File: src/hdl/scam_pkg.sv
// ----------------------------------------------------------------------------
// Sound chip activity monitor package
// Shared types, codes and helper functions for the activity monitor.
// ----------------------------------------------------------------------------
package scam_pkg;

  localparam int unsigned TimeW    = 32;
  localparam int unsigned TicksW   = 22;
  localparam int unsigned VolW     = 5;
  localparam int unsigned NumChips = 2;
  localparam int unsigned ChPerChip = 3;
  localparam int unsigned NumSlots = NumChips * ChPerChip;
  localparam int unsigned CfgIdxW  = 8;

  // Event kinds.
  typedef enum logic [2:0] {
    KindPsg0   = 3'd0,
    KindPsg1   = 3'd1,
    KindSpeech = 3'd2,
    KindDac    = 3'd3,
    KindFm     = 3'd4
  } kind_e;

  // Configuration register indexes.
  localparam logic [CfgIdxW-1:0] CfgWindowTicks   = 8'd0;
  localparam logic [CfgIdxW-1:0] CfgTicksPerSecond = 8'd1;

  localparam logic [TimeW-1:0]  WindowTicksReset    = 32'd20000000;
  localparam logic [TicksW-1:0] TicksPerSecondReset = 22'd2000000;

  // PSG volume registers and masks.
  localparam logic [7:0] VolRegFirst = 8'd8;
  localparam logic [7:0] VolRegLast  = 8'd10;
  localparam logic [7:0] VolMask     = 8'h1F;
  localparam logic [7:0] KeyMask     = 8'h78;
  localparam logic [TimeW-1:0] CountMax = '1;

  typedef struct packed {
    logic [31:0] event_time;
    logic [2:0]  event_kind;
    logic [7:0]  reg_addr;
    logic [7:0]  reg_value;
  } evt_t;

  typedef struct packed {
    logic [2:0]  psg0_used_mask;
    logic [2:0]  psg1_used_mask;
    logic [7:0]  fm_used_mask;
    logic [31:0] dac_count;
    logic [31:0] speech_count;
    logic [31:0] end_time;
    logic        sustained;
    logic [31:0] max_silent_gap;
    logic [31:0] first_activity_time;
  } res_t;

  // View of the updated tracking state that the summary logic reduces.
  typedef struct packed {
    logic [NumSlots-1:0][VolW-1:0]      volume;
    logic [NumChips-1:0][ChPerChip-1:0] used;
    logic [NumSlots-1:0][TimeW-1:0]     last_off;
    logic [7:0]                         fm_keyed;
    logic [TimeW-1:0]                   fm_last_off;
    logic [TimeW-1:0]                   dac_events;
    logic [TimeW-1:0]                   last_dac;
    logic [TimeW-1:0]                   last_speech;
  } snap_t;

  function automatic logic [TimeW-1:0] max_time(input logic [TimeW-1:0] a,
                                                input logic [TimeW-1:0] b);
    return (a > b) ? a : b;
  endfunction

endpackage

File: src/hdl/scam_if.sv
// ----------------------------------------------------------------------------
// Activity monitor channel interfaces
// Event, result and configuration channels with valid/ready handshakes.
// ----------------------------------------------------------------------------
interface scam_evt_if
  import scam_pkg::*;
();
  logic valid;
  logic ready;
  evt_t data;
  modport source (output valid, output data, input ready);
  modport sink   (input valid, input data, output ready);
endinterface

interface scam_res_if
  import scam_pkg::*;
();
  logic valid;
  logic ready;
  res_t data;
  modport source (output valid, output data, input ready);
  modport sink   (input valid, input data, output ready);
endinterface

interface scam_cfg_if
  import scam_pkg::*;
();
  logic               valid;
  logic               ready;
  logic [CfgIdxW-1:0] index;
  logic [TimeW-1:0]   wdata;
  modport source (output valid, output index, output wdata, input ready);
  modport sink   (input valid, input index, input wdata, output ready);
endinterface

File: src/hdl/scam_summary.sv
// ----------------------------------------------------------------------------
// Activity monitor summary
// Reduces the updated tracking state to the end time and sustained flag.
// ----------------------------------------------------------------------------
module scam_summary
  import scam_pkg::*;
(
  input  snap_t              snap_i,
  input  logic [TimeW-1:0]   window_ticks_i,
  input  logic [TicksW-1:0]  ticks_per_second_i,
  output logic [TimeW-1:0]   end_time_o,
  output logic               sustained_o
);

  logic [NumSlots-1:0][TimeW-1:0] off_used;
  logic [NumSlots-1:0]            sounding;
  logic [TimeW-1:0]               m01, m23, m45, mchan, mdac, mtail;
  logic [TimeW-1:0]               half;
  logic                           dac_late;

  // An unused channel contributes nothing to the end time.
  always_comb begin
    for (int c = 0; c < NumChips; c++) begin
      for (int ch = 0; ch < ChPerChip; ch++) begin
        off_used[c*ChPerChip+ch] = snap_i.used[c][ch] ? snap_i.last_off[c*ChPerChip+ch] : '0;
        sounding[c*ChPerChip+ch] = snap_i.used[c][ch] &&
                                   (snap_i.volume[c*ChPerChip+ch] != '0);
      end
    end
  end

  // Balanced maximum tree over the nine candidate times.
  always_comb begin
    m01   = max_time(off_used[0], off_used[1]);
    m23   = max_time(off_used[2], off_used[3]);
    m45   = max_time(off_used[4], off_used[5]);
    mdac  = max_time(snap_i.last_dac, snap_i.last_speech);
    mchan = max_time(m01, m23);
    mtail = max_time(m45, max_time(mdac, snap_i.fm_last_off));
    end_time_o = max_time(mchan, mtail);
  end

  assign half     = {{(TimeW-TicksW+1){1'b0}}, ticks_per_second_i[TicksW-1:1]};
  assign dac_late = (snap_i.dac_events != '0) && (window_ticks_i >= half) &&
                    (snap_i.last_dac > (window_ticks_i - half));

  assign sustained_o = (|sounding) || (snap_i.fm_keyed != '0) || dac_late;

endmodule

File: src/hdl/sound_chip_activity_monitor_unit.sv
// ----------------------------------------------------------------------------
// Sound chip activity monitor
// Tracks PSG, speech, DAC and FM activity and reports a summary per event.
// ----------------------------------------------------------------------------
//
//   Channel  Direction  Payload                               Handshake
//   evt_i    in         event_time, event_kind, reg_addr,     valid/ready
//                       reg_value
//   res_o    out        masks, counts, end time, sustained,   valid/ready
//                       max gap, first activity time
//   cfg_i    in         index, wdata                          valid/ready
//
// Each event beat is captured in the input register and is then applied to
// the tracking state, which also loads the result register. One beat per
// cycle is sustained while res_o accepts, since the input register refills
// in the cycle it drains. A stall on res_o holds the result register and
// then the input register; nothing is dropped. Reset (rst_ni low) clears all
// tracking state and restores the default configuration; the configuration
// port is always ready.
// ----------------------------------------------------------------------------
module sound_chip_activity_monitor_unit
  import scam_pkg::*;
(
  input  logic       clk_i,
  input  logic       rst_ni,
  scam_evt_if.sink   evt_i,
  scam_res_if.source res_o,
  scam_cfg_if.sink   cfg_i
);

  // Configuration registers.
  logic [TimeW-1:0]  window_q;
  logic [TicksW-1:0] tps_q;

  // Pipeline registers.
  logic in_valid_q, out_valid_q;
  evt_t evt_q;
  res_t res_q, res_d;
  logic advance;

  // Tracking state.
  logic [NumSlots-1:0][VolW-1:0]      vol_q, vol_d;
  logic [NumChips-1:0][ChPerChip-1:0] used_q, used_d;
  logic [NumSlots-1:0][TimeW-1:0]     off_q, off_d;
  logic [7:0]       fm_used_q, fm_used_d, fm_keyed_q, fm_keyed_d;
  logic [TimeW-1:0] fm_off_q, fm_off_d;
  logic [TimeW-1:0] dac_cnt_q, dac_cnt_d, sp_cnt_q, sp_cnt_d;
  logic [TimeW-1:0] dac_t_q, dac_t_d, sp_t_q, sp_t_d;
  logic [TimeW-1:0] prev_q, gap_q, gap_d, first_q, first_d;

  // Decoded event fields.
  logic [TimeW-1:0] t, gap;
  logic             held, is_vol, key_on, act;
  logic [1:0]       chan;
  logic [VolW-1:0]  vol;
  logic [7:0]       fm_bit;
  logic [TimeW-1:0] end_time;
  logic             sustained;
  snap_t            snap;

  // Configuration writes; indexes past the register list are ignored.
  assign cfg_i.ready = 1'b1;

  always_ff @(posedge clk_i or negedge rst_ni) begin
    if (!rst_ni) begin
      window_q <= WindowTicksReset;
      tps_q    <= TicksPerSecondReset;
    end else if (cfg_i.valid) begin
      if (cfg_i.index == CfgWindowTicks) begin
        window_q <= cfg_i.wdata;
      end
      if (cfg_i.index == CfgTicksPerSecond) begin
        tps_q <= cfg_i.wdata[TicksW-1:0];
      end
    end
  end

  // The held event moves on whenever the result register is free or drains.
  assign advance     = in_valid_q && (!out_valid_q || res_o.ready);
  assign evt_i.ready = !in_valid_q || advance;

  always_ff @(posedge clk_i or negedge rst_ni) begin
    if (!rst_ni) begin
      in_valid_q  <= 1'b0;
      out_valid_q <= 1'b0;
    end else begin
      if (evt_i.ready) begin
        in_valid_q <= evt_i.valid;
      end
      if (advance) begin
        out_valid_q <= 1'b1;
      end else if (res_o.ready) begin
        out_valid_q <= 1'b0;
      end
    end
  end

  always_ff @(posedge clk_i) begin
    if (evt_i.valid && evt_i.ready) begin
      evt_q <= evt_i.data;
    end
    if (advance) begin
      res_q <= res_d;
    end
  end

  // Field decode. Volume registers 8 to 10 map to channels A to C through
  // the low two address bits.
  always_comb begin
    t      = evt_q.event_time;
    is_vol = (evt_q.reg_addr >= VolRegFirst) && (evt_q.reg_addr <= VolRegLast);
    chan   = evt_q.reg_addr[1:0];
    vol    = VolW'(evt_q.reg_value & VolMask);
    key_on = (evt_q.reg_value & KeyMask) != '0;
    fm_bit = 8'(1) << evt_q.reg_value[2:0];
    held   = (fm_keyed_q != '0) || (vol_q != '0);
    gap    = t - prev_q;
    act    = ((evt_q.event_kind == KindPsg0 || evt_q.event_kind == KindPsg1) &&
              is_vol && (vol != '0)) ||
             (evt_q.event_kind == KindSpeech) || (evt_q.event_kind == KindDac) ||
             ((evt_q.event_kind == KindFm) && key_on);
  end

  // Next tracking state. The silent gap is judged on the state before this
  // event is applied.
  always_comb begin
    vol_d      = vol_q;
    used_d     = used_q;
    off_d      = off_q;
    fm_used_d  = fm_used_q;
    fm_keyed_d = fm_keyed_q;
    fm_off_d   = fm_off_q;
    dac_cnt_d  = dac_cnt_q;
    sp_cnt_d   = sp_cnt_q;
    dac_t_d    = dac_t_q;
    sp_t_d     = sp_t_q;
    gap_d      = gap_q;
    first_d    = first_q;

    if (!held && (prev_q != '0) && (first_q != '0) && (gap > gap_q)) begin
      gap_d = gap;
    end
    if (act && (first_q == '0)) begin
      first_d = t;
    end

    for (int c = 0; c < NumChips; c++) begin
      for (int ch = 0; ch < ChPerChip; ch++) begin
        if ((evt_q.event_kind == 3'(c)) && is_vol && (chan == 2'(ch))) begin
          if ((vol != '0) && (vol_q[c*ChPerChip+ch] == '0)) begin
            used_d[c][ch] = 1'b1;
          end
          if ((vol == '0) && (vol_q[c*ChPerChip+ch] != '0)) begin
            off_d[c*ChPerChip+ch] = t;
          end
          vol_d[c*ChPerChip+ch] = vol;
        end
      end
    end

    unique case (evt_q.event_kind)
      KindSpeech: begin
        if (sp_cnt_q != CountMax) begin
          sp_cnt_d = sp_cnt_q + 1'b1;
        end
        sp_t_d = t;
      end
      KindDac: begin
        if (dac_cnt_q != CountMax) begin
          dac_cnt_d = dac_cnt_q + 1'b1;
        end
        dac_t_d = t;
      end
      KindFm: begin
        if (key_on) begin
          fm_used_d  = fm_used_q | fm_bit;
          fm_keyed_d = fm_keyed_q | fm_bit;
        end else begin
          if ((fm_keyed_q & fm_bit) != '0) begin
            fm_off_d = t;
          end
          fm_keyed_d = fm_keyed_q & ~fm_bit;
        end
      end
      default: begin
        // PSG writes are handled above; unused kinds only move the gap.
      end
    endcase
  end

  always_ff @(posedge clk_i or negedge rst_ni) begin
    if (!rst_ni) begin
      vol_q      <= '0;
      used_q     <= '0;
      off_q      <= '0;
      fm_used_q  <= '0;
      fm_keyed_q <= '0;
      fm_off_q   <= '0;
      dac_cnt_q  <= '0;
      sp_cnt_q   <= '0;
      dac_t_q    <= '0;
      sp_t_q     <= '0;
      prev_q     <= '0;
      gap_q      <= '0;
      first_q    <= '0;
    end else if (advance) begin
      vol_q      <= vol_d;
      used_q     <= used_d;
      off_q      <= off_d;
      fm_used_q  <= fm_used_d;
      fm_keyed_q <= fm_keyed_d;
      fm_off_q   <= fm_off_d;
      dac_cnt_q  <= dac_cnt_d;
      sp_cnt_q   <= sp_cnt_d;
      dac_t_q    <= dac_t_d;
      sp_t_q     <= sp_t_d;
      prev_q     <= t;
      gap_q      <= gap_d;
      first_q    <= first_d;
    end
  end

  // The summary is taken over the state as it stands after this event.
  always_comb begin
    snap.volume      = vol_d;
    snap.used        = used_d;
    snap.last_off    = off_d;
    snap.fm_keyed    = fm_keyed_d;
    snap.fm_last_off = fm_off_d;
    snap.dac_events  = dac_cnt_d;
    snap.last_dac    = dac_t_d;
    snap.last_speech = sp_t_d;
  end

  scam_summary u_summary (
    .snap_i             (snap),
    .window_ticks_i     (window_q),
    .ticks_per_second_i (tps_q),
    .end_time_o         (end_time),
    .sustained_o        (sustained)
  );

  always_comb begin
    res_d.psg0_used_mask      = used_d[0];
    res_d.psg1_used_mask      = used_d[1];
    res_d.fm_used_mask        = fm_used_d;
    res_d.dac_count           = dac_cnt_d;
    res_d.speech_count        = sp_cnt_d;
    res_d.end_time            = end_time;
    res_d.sustained           = sustained;
    res_d.max_silent_gap      = gap_d;
    res_d.first_activity_time = first_d;
  end

  assign res_o.valid = out_valid_q;
  assign res_o.data  = res_q;

endmodule

File: src/flat_wrapper.sv
// flat-port wrapper written by rule: the top's interface ports become plain ports
module sound_chip_activity_monitor_unit_flat import scam_pkg::*;
  (clk_i, rst_ni, evt_i_valid, evt_i_data, evt_i_ready, res_o_valid, res_o_data, res_o_ready, cfg_i_valid, cfg_i_index, cfg_i_wdata, cfg_i_ready);
  scam_evt_if evt_i_i ();
  scam_res_if res_o_i ();
  scam_cfg_if cfg_i_i ();
  input  logic clk_i;
  input  logic rst_ni;
  input wire logic [$bits(evt_i_i.valid)-1:0] evt_i_valid;
  input wire logic [$bits(evt_i_i.data)-1:0] evt_i_data;
  output wire logic [$bits(evt_i_i.ready)-1:0] evt_i_ready;
  output wire logic [$bits(res_o_i.valid)-1:0] res_o_valid;
  output wire logic [$bits(res_o_i.data)-1:0] res_o_data;
  input wire logic [$bits(res_o_i.ready)-1:0] res_o_ready;
  input wire logic [$bits(cfg_i_i.valid)-1:0] cfg_i_valid;
  input wire logic [$bits(cfg_i_i.index)-1:0] cfg_i_index;
  input wire logic [$bits(cfg_i_i.wdata)-1:0] cfg_i_wdata;
  output wire logic [$bits(cfg_i_i.ready)-1:0] cfg_i_ready;
  assign evt_i_i.valid = evt_i_valid;
  assign evt_i_i.data = evt_i_data;
  assign evt_i_ready = evt_i_i.ready;
  assign res_o_valid = res_o_i.valid;
  assign res_o_data = res_o_i.data;
  assign res_o_i.ready = res_o_ready;
  assign cfg_i_i.valid = cfg_i_valid;
  assign cfg_i_i.index = cfg_i_index;
  assign cfg_i_i.wdata = cfg_i_wdata;
  assign cfg_i_ready = cfg_i_i.ready;
  sound_chip_activity_monitor_unit u_core (.clk_i(clk_i), .rst_ni(rst_ni), .evt_i(evt_i_i), .res_o(res_o_i), .cfg_i(cfg_i_i));
endmodule
File: config.mk
export PLATFORM = sky130hd
export DESIGN_NAME = sound_chip_activity_monitor_unit_flat
export DESIGN_NICKNAME = d
export VERILOG_FILES = /design/src/hdl/scam_pkg.sv /design/src/hdl/scam_if.sv /design/src/hdl/scam_summary.sv /design/src/hdl/sound_chip_activity_monitor_unit.sv /design/src/flat_wrapper.sv
export SDC_FILE = /design/constraint.sdc
export NUM_CORES = 2
export LEC_CHECK = 0
export BUFFER_PORTS_ARGS = -buffer_cell sky130_fd_sc_hd__buf_4
export CAP_MARGIN = 20
export CORE_MARGIN = 2
export CORE_UTILIZATION = 63
export CTS_CLUSTER_DIAMETER = 80
export DETAILED_ROUTE_END_ITERATION = 12
export GPL_ROUTABILITY_DRIVEN = 1
export GPL_TIMING_DRIVEN = 1
export PLACE_DENSITY = 0.82
export SYNTH_ARGS = -nofsm -noshare
export SYNTH_HDL_FRONTEND = slang
export SYNTH_HIERARCHICAL = 1
export SYNTH_SLANG_ARGS = --single-unit
File: constraint.sdc
create_clock -name clk_i -period 14.3 [get_ports clk_i]
set_input_delay 0 -clock clk_i [delete_from_list [all_inputs] [get_ports clk_i]]
set_output_delay 0 -clock clk_i [all_outputs]
set_load 0.05 [all_outputs]
Word level (Yosys, flattened, before mapping)
Cells that the tools add are included.

Register bits after elaboration: 781. Input port bits: 96. Output and inout bits: 178. Word-level logic and storage cells: 220.

Add/sub/neg operators: 4. Order comparisons: 13. Eq/ne operators: 9. Shift operators: 1. Multiplexer cells: 61. Bitwise logic cells: 5. Reductions and logical operators: 86.

Operator list (number): $mux W32 (37); $gt A32 B32 Y1 (10); $reduce_bool A32 Y1 (3); $reduce_bool A5 Y1 (13); $add A32 B1 Y32 const B (2); $ne A32 B32 Y1 const B (2); $logic_and A1 B1 Y1 (38); $logic_not A5 Y1 (7); $ge A32 B21 Y1 (1); $logic_not A32 Y1 (1); $mux W8 (4); $reduce_bool A8 Y1 (4); $sub A32 B21 Y32 (1); $sub A32 B32 Y32 (1); $mux W5 (6); $reduce_bool A30 Y1 (1); $and A8 B8 Y8 (2); $or A8 B8 Y8 (2); $mux W1 (14); $logic_or A1 B1 Y1 (9); $eq A8 B1 Y1 const B (1); $ge A8 B4 Y1 const B (1); $le A8 B4 Y1 const B (1); $logic_not A8 Y1 (1); other kinds (13) (17).

Depth between registers and ports, before layout
Word-level depth: 12. Depth in mapped cells: 52. Mapped depth without buffers: 42.

Cells and area by module
The synthesis kept the hierarchy.

Modules (own cells, without submodules): sound_chip_activity_monitor_unit (instances 1, cells an instance 3040, area each 36478.7 sq um, seq. area each 20688.6 sq um); scam_summary (instances 1, cells an instance 2132, area each 14079.8 sq um, seq. area each 0.0 sq um).

Worst setup path after synthesis
Ideal clock, no wire load.

Path type: register to register. Start: reg u_core/evt_q[17] (netlist bit). End: reg u_core.res_q, in the netlist u_core/res_o.data[65] (data pin). Library setup time: 269 ps. Data arrival time: 10619 ps. Required time: 14031 ps. Setup slack: 3413 ps. Stages on the path, launching flop included: 49. Path buffers: 10. Clock period less this slack: 10887 ps. Cells stage by stage: edfxtp_1 -> nor2b_1 -> nand2_1 -> buf_1 -> buf_1 -> mux2_2 -> ha_1 -> nand4_2 -> or4_1 -> or3_1 -> a22oi_1 -> clkbuf_1 -> mux2_2 -> ha_1 -> nand4_1 -> or4_1 -> o21ai_0 -> o22ai_1 -> (+13 left out) -> buf_2 -> buf_4 -> buf_2 -> a21oi_1 -> a21oi_2 -> ha_1 -> a21o_1 -> a21o_1 -> a21oi_1 -> o21ai_0 -> nand3_1 -> a211o_1 -> a31oi_1 -> clkbuf_1 -> clkbuf_1 -> nor4_1 -> a31oi_1 -> o211ai_1.

Elaborated cells on any way between the ends: 50. Those cells by class: order compare (8); eq/ne (4); mux (29); reduce/logical (9).

RTL lines: from (decl) (line sound_chip_activity_monitor_unit.sv:37) `evt_t evt_q;`; from (signal assigned) (line sound_chip_activity_monitor_unit.sv:100) `evt_q <= evt_i.data;`; $eq A3 B2 Y1 * (line sound_chip_activity_monitor_unit.sv:161) `unique case (evt_q.event_kind)`; $mux W32 * (line sound_chip_activity_monitor_unit.sv:161); net u_core.dac_t_d[30] (line sound_chip_activity_monitor_unit.sv:48) `logic [TimeW-1:0] dac_t_q, dac_t_d, sp_t_q, sp_t_d;`; $gt A32 B32 Y1 (line scam_pkg.sv:71) `return (a > b) ? a : b;`; $mux W32 * (line scam_pkg.sv:71); $gt A32 B32 Y1 (line scam_pkg.sv:71); $mux W32 * (line scam_pkg.sv:71); $gt A32 B32 Y1 (line scam_pkg.sv:71); $mux W32 * (line scam_pkg.sv:71); $gt A32 B32 Y1 (line scam_pkg.sv:71); $mux W32 * (line scam_pkg.sv:71); net u_core.end_time[0] (line sound_chip_activity_monitor_unit.sv:57) `logic [TimeW-1:0] end_time;`; to (signal assigned) (line sound_chip_activity_monitor_unit.sv:103) `res_q <= res_d;`; to (decl) (line sound_chip_activity_monitor_unit.sv:38) `res_t res_q, res_d;`.

Mark *: on every way through the listed nets, which the timed path passes. The rest lies on a longest branch. A chain may end at the register's enable or synchronous reset.

Final worst setup path
Start: reg u_core/evt_q[18] (netlist bit). End: reg u_core.res_q, in the netlist u_core/res_o.data[84] (data pin).

The elaborated chain is that of the path after synthesis.

==> impl_metrics.env <==
export IMPL_max_slew_margin=0.238
export IMPL_power_density_nw_per_um2=143
export IMPL_gp_congestion=0.937
export IMPL_die_w_um=287
export IMPL_antenna_found_initial=5
export IMPL_finalClockSkew_ns=0.0439
export IMPL_cts_root_buf="clkbuf_16"
export IMPL_drc=0
export IMPL_grt_max_degree=120
export IMPL_layout_commonest_cell="nand2_1"
export IMPL_drv_slew=0
export IMPL_ff_latch_area_sq_um=20700
export IMPL_crit_path_max_incr_delay_ns=0.59
export IMPL_clkLatencyLatePin_ns=0.67
export IMPL_clk_transition_reported_paths_ns=0.06
export IMPL_core_sq_um=79100
export IMPL_fmax_mhz=77.7
export IMPL_chipHeight_um=287
export IMPL_multi_input_area_sq_um=27600
export IMPL_clock_sinks=780
export IMPL_syn_inst=5170
export IMPL_hold_viol=0
export IMPL_drt_antenna_violating_nets=0
export IMPL_start_util=0.638
export IMPL_fin_setup_tns_ns=0
export IMPL_drv_cap=0
export IMPL_peakVddDrop_uv=203
export IMPL_drt_iter0_drc=4265
export IMPL_syn_nets=5641
export IMPL_nNetsFinal=5846
export IMPL_area_growth_pct=13.1
export IMPL_firstDrtPassIters=6
export IMPL_grt_pass1_vias=40400
export IMPL_critPathBufInv=6
export IMPL_dieArea_sq_um=82500
export IMPL_crit_slowest_cell="or4_1"
export IMPL_hp_class="input port to flop"
export IMPL_track_usage=0.350
export IMPL_ioPinCount=274
export IMPL_numCtsBuffers=85
export IMPL_vias=41700
export IMPL_fillers=5553
export IMPL_fin_crit_sh=0.900
export IMPL_drive_gt1_frac=0.203
export IMPL_pre_cts_ws_ns=1.68
export IMPL_cts_tree="yes"
export IMPL_status="completed"
export IMPL_routed_wl_um=146000
export IMPL_port_buffers=271
export IMPL_hpwlAfterDp_um=98300
export IMPL_crit_family="simple AND/OR/NAND/NOR gates"
export IMPL_finalSetupViolCount=0
export IMPL_critPathArrivalTime_ns=13.23
export IMPL_crit_path_end_kind="flop"
export IMPL_tightest_slew_ns=1.13
export IMPL_startpoint_type="flop"
export IMPL_rsz0062_at_grt="false"
export IMPL_std_cell_rows=103
export IMPL_critPathMaxFanout=62
export IMPL_critPathKind="flop to flop"
export IMPL_grt_overflow=0
export IMPL_netlist_area_sq_um=50500
export IMPL_wire_per_inst_um=22.5
export IMPL_yosysWarnings=6
export IMPL_post_route_worst_setup_slack_ns=1.43
export IMPL_crit_top_cell="buf_4"
export IMPL_clockBufferDepth=3
export IMPL_final_cell_mix="nand2_1, dfrtp_1, mux2_2"
export IMPL_leakagePower_uw=0.0276
export IMPL_synth_area_per_cell_sq_um=9.77
export IMPL_via_per_inst=6.42
export IMPL_cp_data_required_time_ns=14.65
export IMPL_cts_hold_fix_buffers=88
export IMPL_min_period_ns=12.87
export IMPL_grt_first_pass_wirelength_um=225000
export IMPL_cts_setup_buffers=0
export IMPL_htree_num_levels=3
export IMPL_cts_resized=0
export IMPL_holdWs_ns=0.0176
-- flip-flops by register name, indices dropped and copies added (netlist names), 2 cells and up --
| name | count |
|---|---|
| u_core/off_q | 192 |
| u_core/res_o.data | 175 |
| u_core/dac_cnt_q | 32 |
| u_core/dac_t_q | 32 |
| u_core/first_q | 32 |
| u_core/fm_off_q | 32 |
| u_core/gap_q | 32 |
| u_core/prev_q | 32 |
| u_core/sp_cnt_q | 32 |
| u_core/sp_t_q | 32 |
| u_core/t | 32 |
| u_core/window_q | 32 |
| u_core/vol_q | 30 |
| u_core/tps_q | 21 |
| u_core/evt_q | 16 |
| u_core/fm_keyed_q | 8 |
| u_core/fm_used_q | 8 |
| u_core/used_q | 6 |
| u_core/chan | 2 |
-- layer usage --
metal,up-vias,global-route usage,part of all wire
met1,20300,0.440,0.39
li1,18900,-,-
met4,2,0.190,0.059
met5,-,0,0.000089
met2,2104,0.581,0.47
met3,491,0.0545,0.080
-- worst register-to-register path, delay by kind of cell, from the launching register on --
kind	cells	cell delay, ns
compound gates	16	3.41
fa+ha+maj	4	1.37
buf+inv	6	1.90
flops	1	0.47
mux	2	0.75
simple gates	13	4.63
-- worst paths after layout --
| check | from | endpoint | slack (ns) | cells after the start |
|---|---|---|---|---|
| worst max-delay path | u_core/evt_q[18] | u_core/res_o.data[84] | 1.43 | 41 |
| worst max register to register | u_core/evt_q[18] | u_core/res_o.data[84] | 1.43 | 41 |
| min in group asynchronous | rst_ni | u_core/dac_cnt_q[14] | 0.49 | 3 |
| worst min-delay path | cfg_i_index[0] | u_core/window_q[23] | 0.02 | 4 |
| max in group asynchronous | rst_ni | u_core/off_q[149] | 10.76 | 6 |
| worst min register to register | u_core/fm_used_q[7] | u_core/fm_used_q[7] | 0.46 | 1 |
-- power by group --
group | internal, uW | switching, uW | total [uW]
Clock | 1290 | 974 | 2260
Sequential | 2600 | 177 | 2780
Combinational | 1160 | 1990 | 3140
-- through the flow --
step	power [uW]	instances	utilization	instance area [sq um]
2_1_floorplan	4950	5170	-	50500
3_3_place_gp	5730	6248	0.674	53300
3_5_place_dp	5830	6248	0.674	53300
4_1_cts	8120	6495	0.721	57100
5_1_grt	8600	6497	0.722	57100
6_report	8180	6498	0.722	57100
-- area by class of cell --
type | instances | share of cell area
inverter | 274 | 0.0181
sequential | 780 | 0.362
clock buffer | 112 | 0.0408
tap | 1050 | 0.0230
clock inverter | 47 | 0.00948
timing repair buffer | 452 | 0.0639
multi-input combinational | 3782 | 0.483
antenna | 1 | 0.0000438
No activity file was read; power rests on OpenSTA's default activity.
